==> config.mk <==
export PLATFORM = sky130hd
export DESIGN_NAME = k_stacks_fixed_segments
export DESIGN_NICKNAME = d
export VERILOG_FILES = /design/src/rtl/ksfs_pkg.sv /design/src/rtl/ksfs_dp.sv /design/src/rtl/ksfs_ctrl.sv /design/src/rtl/k_stacks_fixed_segments.sv
export SDC_FILE = /design/constraint.sdc
export NUM_CORES = 2
export LEC_CHECK = 0
export ABC_CLOCK_PERIOD_IN_PS = 11800
export BUFFER_PORTS_ARGS = -buffer_cell sky130_fd_sc_hd__buf_2
export CAP_MARGIN = 15
export CORE_MARGIN = 3
export CORE_UTILIZATION = 30
export CTS_BUF_LIST = sky130_fd_sc_hd__clkbuf_4 sky130_fd_sc_hd__clkbuf_8
export CTS_CLUSTER_DIAMETER = 30
export DETAILED_ROUTE_END_ITERATION = 8
export PLACE_DENSITY = 0.5
export REMOVE_ABC_BUFFERS = 1
export SLEW_MARGIN = 20
export SYNTH_ARGS = -nofsm -noshare
export SYNTH_HDL_FRONTEND = slang
export SYNTH_SLANG_ARGS = --single-unit
==> constraint.sdc <==
create_clock -name i_clk -period 11.8 [get_ports i_clk]
set_clock_uncertainty 0.05 [all_clocks]
set_input_delay 0.59 -clock i_clk [delete_from_list [all_inputs] [get_ports i_clk]]
set_output_delay 0.59 -clock i_clk [all_outputs]
set_load 0.05 [all_outputs]
==> src/rtl/ksfs_pkg.sv <==
package ksfs_pkg;

    localparam int TOTAL_ENTRIES = 64;
    localparam int NUM_STACKS    = 4;
    localparam int SEG_SIZE      = TOTAL_ENTRIES / NUM_STACKS;

    localparam int DATA_W  = 32;
    localparam int SEL_W   = 2;
    localparam int ADDR_W  = $clog2(TOTAL_ENTRIES);
    localparam int FILL_W  = $clog2(SEG_SIZE + 1);
    localparam int STK_IW  = (NUM_STACKS > 1) ? $clog2(NUM_STACKS) : 1;
    localparam int STAT_W  = 2;

    localparam logic OP_PUSH = 1'b0;
    localparam logic OP_POP  = 1'b1;

    localparam logic [STAT_W-1:0] ST_DONE      = 2'd0;
    localparam logic [STAT_W-1:0] ST_OVERFLOW  = 2'd1;
    localparam logic [STAT_W-1:0] ST_UNDERFLOW = 2'd2;

    typedef struct packed {
        logic load_req;
        logic exec;
        logic load_out;
    } t_dp_cmd;

endpackage

==> src/rtl/ksfs_dp.sv <==
module ksfs_dp (
    input  logic                          i_clk,
    input  logic                          i_rst_n,
    input  ksfs_pkg::t_dp_cmd             i_cmd,
    input  logic                          i_opcode,
    input  logic [ksfs_pkg::DATA_W-1:0]   i_push_value,
    input  logic [ksfs_pkg::SEL_W-1:0]    i_stack_select,
    output logic [ksfs_pkg::DATA_W-1:0]   o_pop_value,
    output logic [ksfs_pkg::STAT_W-1:0]   o_status
);

    logic                          r_op;
    logic [ksfs_pkg::DATA_W-1:0]   r_value;
    logic [ksfs_pkg::SEL_W-1:0]    r_sel;

    logic [ksfs_pkg::FILL_W-1:0]   r_fill [ksfs_pkg::NUM_STACKS];
    logic [ksfs_pkg::DATA_W-1:0]   r_mem  [ksfs_pkg::TOTAL_ENTRIES];
    logic [ksfs_pkg::DATA_W-1:0]   r_rd_data;

    logic [ksfs_pkg::STAT_W-1:0]   r_res_status;
    logic [ksfs_pkg::DATA_W-1:0]   r_pop_value;
    logic [ksfs_pkg::STAT_W-1:0]   r_status;

    logic                          valid_stack;
    logic [ksfs_pkg::STK_IW-1:0]   stk_idx;
    logic [ksfs_pkg::FILL_W-1:0]   cur_fill;
    logic                          is_full;
    logic                          is_empty;
    logic                          push_ok;
    logic                          pop_ok;
    logic [ksfs_pkg::ADDR_W-1:0]   seg_base;
    logic [ksfs_pkg::ADDR_W-1:0]   push_addr;
    logic [ksfs_pkg::ADDR_W-1:0]   pop_addr;
    logic [ksfs_pkg::STAT_W-1:0]   n_res_status;

    assign valid_stack = ({1'b0, r_sel} < (ksfs_pkg::SEL_W + 1)'(ksfs_pkg::NUM_STACKS));
    assign stk_idx     = ksfs_pkg::STK_IW'(r_sel);
    assign cur_fill    = valid_stack ? r_fill[stk_idx] : '0;
    assign is_full     = !valid_stack || (cur_fill >= ksfs_pkg::FILL_W'(ksfs_pkg::SEG_SIZE));
    assign is_empty    = !valid_stack || (cur_fill == '0);
    assign push_ok     = (r_op == ksfs_pkg::OP_PUSH) && !is_full;
    assign pop_ok      = (r_op == ksfs_pkg::OP_POP) && !is_empty;

    assign seg_base  = ksfs_pkg::ADDR_W'(r_sel) * ksfs_pkg::ADDR_W'(ksfs_pkg::SEG_SIZE);
    assign push_addr = seg_base + ksfs_pkg::ADDR_W'(cur_fill);
    assign pop_addr  = push_addr - ksfs_pkg::ADDR_W'(1);

    always_comb begin
        if (r_op == ksfs_pkg::OP_PUSH) begin
            n_res_status = push_ok ? ksfs_pkg::ST_DONE : ksfs_pkg::ST_OVERFLOW;
        end else begin
            n_res_status = pop_ok ? ksfs_pkg::ST_DONE : ksfs_pkg::ST_UNDERFLOW;
        end
    end

    always_ff @(posedge i_clk) begin
        if (i_cmd.load_req) begin
            r_op    <= i_opcode;
            r_value <= i_push_value;
            r_sel   <= i_stack_select;
        end
    end

    always_ff @(posedge i_clk) begin
        if (!i_rst_n) begin
            for (int i = 0; i < ksfs_pkg::NUM_STACKS; i++) begin
                r_fill[i] <= '0;
            end
        end else if (i_cmd.exec) begin
            if (push_ok) begin
                r_fill[stk_idx] <= cur_fill + ksfs_pkg::FILL_W'(1);
            end else if (pop_ok) begin
                r_fill[stk_idx] <= cur_fill - ksfs_pkg::FILL_W'(1);
            end
        end
    end

    always_ff @(posedge i_clk) begin
        if (i_cmd.exec && push_ok) begin
            r_mem[push_addr] <= r_value;
        end
        if (i_cmd.exec) begin
            r_rd_data <= r_mem[pop_addr];
        end
    end

    always_ff @(posedge i_clk) begin
        if (i_cmd.exec) begin
            r_res_status <= n_res_status;
        end
        if (i_cmd.load_out) begin
            r_status    <= r_res_status;
            r_pop_value <= ((r_op == ksfs_pkg::OP_POP) && (r_res_status == ksfs_pkg::ST_DONE))
                           ? r_rd_data : '0;
        end
    end

    assign o_pop_value = r_pop_value;
    assign o_status    = r_status;

endmodule

==> src/rtl/ksfs_ctrl.sv <==
module ksfs_ctrl (
    input  logic              i_clk,
    input  logic              i_rst_n,
    input  logic              i_in_valid,
    output logic              o_in_ready,
    output logic              o_out_valid,
    input  logic              i_out_ready,
    output ksfs_pkg::t_dp_cmd o_cmd
);

    typedef enum logic [1:0] {
        S_IDLE,
        S_EXEC,
        S_DONE
    } t_state;

    t_state r_state;
    t_state n_state;
    logic   r_out_valid;
    logic   n_out_valid;
    logic   out_free;

    assign out_free   = !r_out_valid || i_out_ready;
    assign o_in_ready = (r_state == S_IDLE);

    always_comb begin
        n_state        = r_state;
        n_out_valid    = r_out_valid && !i_out_ready;
        o_cmd.load_req = 1'b0;
        o_cmd.exec     = 1'b0;
        o_cmd.load_out = 1'b0;
        case (r_state)
            S_IDLE: begin
                if (i_in_valid) begin
                    o_cmd.load_req = 1'b1;
                    n_state        = S_EXEC;
                end
            end
            S_EXEC: begin
                o_cmd.exec = 1'b1;
                n_state    = S_DONE;
            end
            S_DONE: begin
                if (out_free) begin
                    o_cmd.load_out = 1'b1;
                    n_out_valid    = 1'b1;
                    n_state        = S_IDLE;
                end
            end
            default: begin
                n_state = S_IDLE;
            end
        endcase
    end

    always_ff @(posedge i_clk) begin
        if (!i_rst_n) begin
            r_state     <= S_IDLE;
            r_out_valid <= 1'b0;
        end else begin
            r_state     <= n_state;
            r_out_valid <= n_out_valid;
        end
    end

    assign o_out_valid = r_out_valid;

endmodule

==> src/rtl/k_stacks_fixed_segments.sv <==
// Steps per request: capture in S_IDLE, stack update with one store access in S_EXEC,
// and output load in S_DONE once the output register is free to take the result.
// A new request is taken only after the previous one has been loaded for output.
// A stalled result waits in the output register while the next request is taken.
// Reset is synchronous and active low; it empties all stacks and drops m_axis_tvalid.
module k_stacks_fixed_segments (
    input  logic                          i_clk,
    input  logic                          i_rst_n,
    input  logic                          s_axis_tvalid,
    output logic                          s_axis_tready,
    input  logic [ksfs_pkg::DATA_W-1:0]   s_axis_tdata,  // [31:0] push_value
    input  logic [2:0]                    s_axis_tuser,  // [0] opcode, [2:1] stack_select
    output logic                          m_axis_tvalid,
    input  logic                          m_axis_tready,
    output logic [ksfs_pkg::DATA_W-1:0]   m_axis_tdata,  // [31:0] pop_value
    output logic [ksfs_pkg::STAT_W-1:0]   m_axis_tuser   // [1:0] status
);

    ksfs_pkg::t_dp_cmd cmd;

    ksfs_ctrl u_ctrl (
        .i_clk       (i_clk),
        .i_rst_n     (i_rst_n),
        .i_in_valid  (s_axis_tvalid),
        .o_in_ready  (s_axis_tready),
        .o_out_valid (m_axis_tvalid),
        .i_out_ready (m_axis_tready),
        .o_cmd       (cmd)
    );

    ksfs_dp u_dp (
        .i_clk          (i_clk),
        .i_rst_n        (i_rst_n),
        .i_cmd          (cmd),
        .i_opcode       (s_axis_tuser[0]),
        .i_push_value   (s_axis_tdata),
        .i_stack_select (s_axis_tuser[2:1]),
        .o_pop_value    (m_axis_tdata),
        .o_status       (m_axis_tuser)
    );

endmodule

==> results.yml <==
cells_and_area:
  syn_to_final_growth_pct: 19.42
  final_common_cell: "edfxtp_1"
  nFillCells: 25870
  regArea_mm2: 0.06529
  utilization_pct: 36.15
  drive_above_1_share_pct: 21.25
  final_nets: 5025
  multiInputGateArea_mm2: 0.01816
  layout_common_cells: "edfxtp_1, mux2i_1, clkbuf_8"
global_route:
  use_met3_pct: 3.186
  grt_pass1_wl_um: 346900
  use_met1_pct: 22.94
  grt_use_total_pct: 16.81
  grt-busiest-layer: "met2"
  grt_overflow: 0
  antenna_found_initial: 14
  grtUsageMet2_pct: 27.27
  grt_pass1_vias: 46290
  grt_max_degree: 125
drt:
  via_per_inst: 4.983
  wl_per_cell_um: 27.32
  dr.first_iter.drc_count: 4448
  postRouteAntennaNets: 0
  routed_wl_um: 247700
  firstDrtPassIters: 6
  drc: 0
  vias: 45180
timing:
  relSlewSlack_pct: 17.46
  slew_viol_final: 0
  rsz0062_at_grt: "no"
  hold_violations: 0
  tns_ns: 0
  tightest_slew_ns: 1.221
  post-route-min-period_ns: 7.258
  fin_crit_sh_pct: 61.51
  setup_viol: 0
  max_freq_ghz: 0.1378
critical_path:
  path_max_fanout: 124
  r2r_cells: 10
  crit_type: "reg -> reg"
  critPathLaunchType: "flop"
  rrSetupSlack_ns: 4.54
  cp_slowest_cell: "buf_4"
  path_cells: "mux4_4, buf_4, buf_12, buf_4, buf_4, buf_4, mux4_2, nand2_1, a311oi_1, a211o_1"
  setup.worst_path.end_class: "flop"
  crit_end: "u_dp.r_rd_data[28]"
  critPathRequiredTime_ns: 12.59
  crit_top_cell: "buf_4"
  crit_arrival_ns: 8.05
  cpPeakStageDelay_ns: 0.98
  r2r-end: "u_dp.r_rd_data[28]"
synthesis:
  synth.distinct_cells: 50
  yosys.area.top_type: "edfxtp_1"
  synth-edff-count: 2171
  avgSynthCellArea_um2: 18.61
  synth_top_area_share_pct: 77.61
  syn_inst: 4513
  async_flop_share_pct: 0
  ys_ff_latch: 2176
  synth.yosys.seq_area_share_pct: 77.73
  netlist_area_mm2: 0.08400
  synthFlopType: "edfxtp_1"
  synth_area_leaders: "edfxtp_1, mux2i_1, a22oi_1, mux4_2, nand3_1"
  ys_warn_count: 0
pwr:
  p_per_area_mw_per_mm2: 201.2
  power.leakage_nw: 32.87
  ir_drop_mv: 0.1912
die:
  die-width_um: 535.1
  die_area_mm2: 0.2864
  rows: 193
  die_y_um: 535.1
  start_util_pct: 30.27
  coreArea_mm2: 0.2775
  io-pin-count: 75
placed_design:
  routabilityCongestion: 0.7451
  place_hpwl_um: 120300
  port_buffers: 74
worst_hold_path:
  min_path_type: "in -> reg"
  min_path_cells: 2
cts:
  cts_made_buffers: 473
  cts_tree: "yes"
  clockRootBuffer: "clkbuf_8"
  clockBufferDepth: 4
  ctsHoldBuffers: 40
  numClockSinks: 2176
  htree_levels: 5
  cts_setup_buffers: 0
  clkTransAtPathRegs_ns: 0.06
  post_cts_resize_count: 0
  clk_latency_ns: 1.09
run:
  maxCapViolations: 0
run_status:
  status: "completed"
[cell usage after synthesis, types with 2 or more instances]
master,number
a221oi_1,6
mux2i_1,906
o31ai_1,2
xor2_1,4
buf_4,2
a211oi_1,6
nand2b_1,5
inv_1,9
a2111oi_2,2
edfxtp_1,2171
nor4_2,2
a311oi_1,26
o31a_1,2
buf_6,2
clkbuf_1,151
nor2b_1,3
a22o_1,6
o21ai_2,2
or3_1,5
a32oi_1,32
a21oi_1,86
nor2_1,118
a22oi_1,436
nand2_1,102
and2_1,34
a21o_1,2
nand3_1,132
dfxtp_1,5
buf_1,31
ha_1,6
a2111oi_0,4
mux4_2,69
buf_2,85
xnor2_1,3
o21ai_0,2
a211o_1,33
nor4b_1,2
o21a_1,7
[layout make-up]
cell class,count,area share [%]
antenna,10,0.02495
clock buffer,561,7.205
clock inverter,286,2.977
inverter,9,0.03368
multi-input combinational,2057,18.10
sequential,2176,65.09
tap,3705,4.621
timing repair buffer,262,1.948
[sequential cells by signal, indices dropped and copies added, names as in the netlist, named ones only]
signal	count
u_ctrl.o_out_valid	1
u_ctrl.r_state	2
u_dp.o_pop_value	32
u_dp.o_status	2
u_dp.r_fill	20
u_dp.r_mem	2048
u_dp.r_op	1
u_dp.r_rd_data	32
u_dp.r_res_status	2
u_dp.r_sel	2
u_dp.r_value	32
[how the worst min path moves through the flow]
stage                               from          endpoint  slack [ns]
floorplan           u_dp.r_res_status[1]  u_dp.o_status[1]        0.38
global placement    u_dp.r_res_status[1]  u_dp.o_status[1]        0.43
detailed placement  u_dp.r_res_status[0]  u_dp.o_status[0]        0.42
CTS                     s_axis_tdata[19]  u_dp.r_value[19]        0.05
global route            s_axis_tdata[19]  u_dp.r_value[19]        0.09
finish                  s_axis_tdata[19]  u_dp.r_value[19]        0.17
[stage by stage]
step | cell area (um2) | power (W) | hold WS [ns] | std cells | worst slack (ns)
after floorplan | 82850 | 0.01132 | 0.3775 | 4242 | -20.92
after global placement | 89650 | 0.01152 | 0.4270 | 8166 | 4.541
after detailed placement | 89660 | 0.01153 | 0.4197 | 8167 | 4.499
after CTS | 100300 | 0.02035 | 0.04969 | 9054 | 4.526
after global routing | 100300 | 0.02089 | 0.08949 | 9061 | 4.152
final | 100300 | 0.02018 | 0.1687 | 9066 | 4.542
[power breakdown]
group          leakage [nW]  internal [W]  switching (W)
clock network          5.25       0.00539        0.00340
registers              19.6       0.00860      0.0000246
logic                  8.01      0.000830        0.00193
total                  32.9        0.0148        0.00536
[worst max-delay path: cells and delay by family, from the launching register on]
kind                   cells  cell delay (ns)
AND/OR/NAND/NOR            1             0.08
AO/OA/AOI/OAI              2             0.41
flip-flops                 1             0.49
multiplexers               2             1.42
buffers and inverters      5             4.07
[routing by layer]
| metal | wire, um | vias up | share of wire, % |
|---|---|---|---|
| met3 | 14180 | 408 | 5.7 |
| met1 | 109500 | 23840 | 44 |
| met2 | 118000 | 1497 | 48 |
| li1 | - | 19440 | - |
| met4 | 5990 | 0 | 2.4 |
| met5 | 0 | - | 0 |
[cells by family (layout without fill, tap and decap cells)]
| kind of cell | Yosys count | in the layout | share of synthesized area, % |
|---|---|---|---|
| DFF | 2176 | 2176 | 77.73 |
| muxes | 975 | 975 | 12.65 |
| AOI/OAI and AO/OA | 655 | 655 | 5.775 |
| and+or+nand+nor | 413 | 413 | 2.255 |
| buffers and inverters | 280 | 1118 | 1.405 |
| adders and majority gates | 7 | 7 | 0.1132 |
| xor gates and xnor gates | 7 | 7 | 0.07299 |
| other | 0 | 10 | 0 |
(Power assumes the default switching activity.)
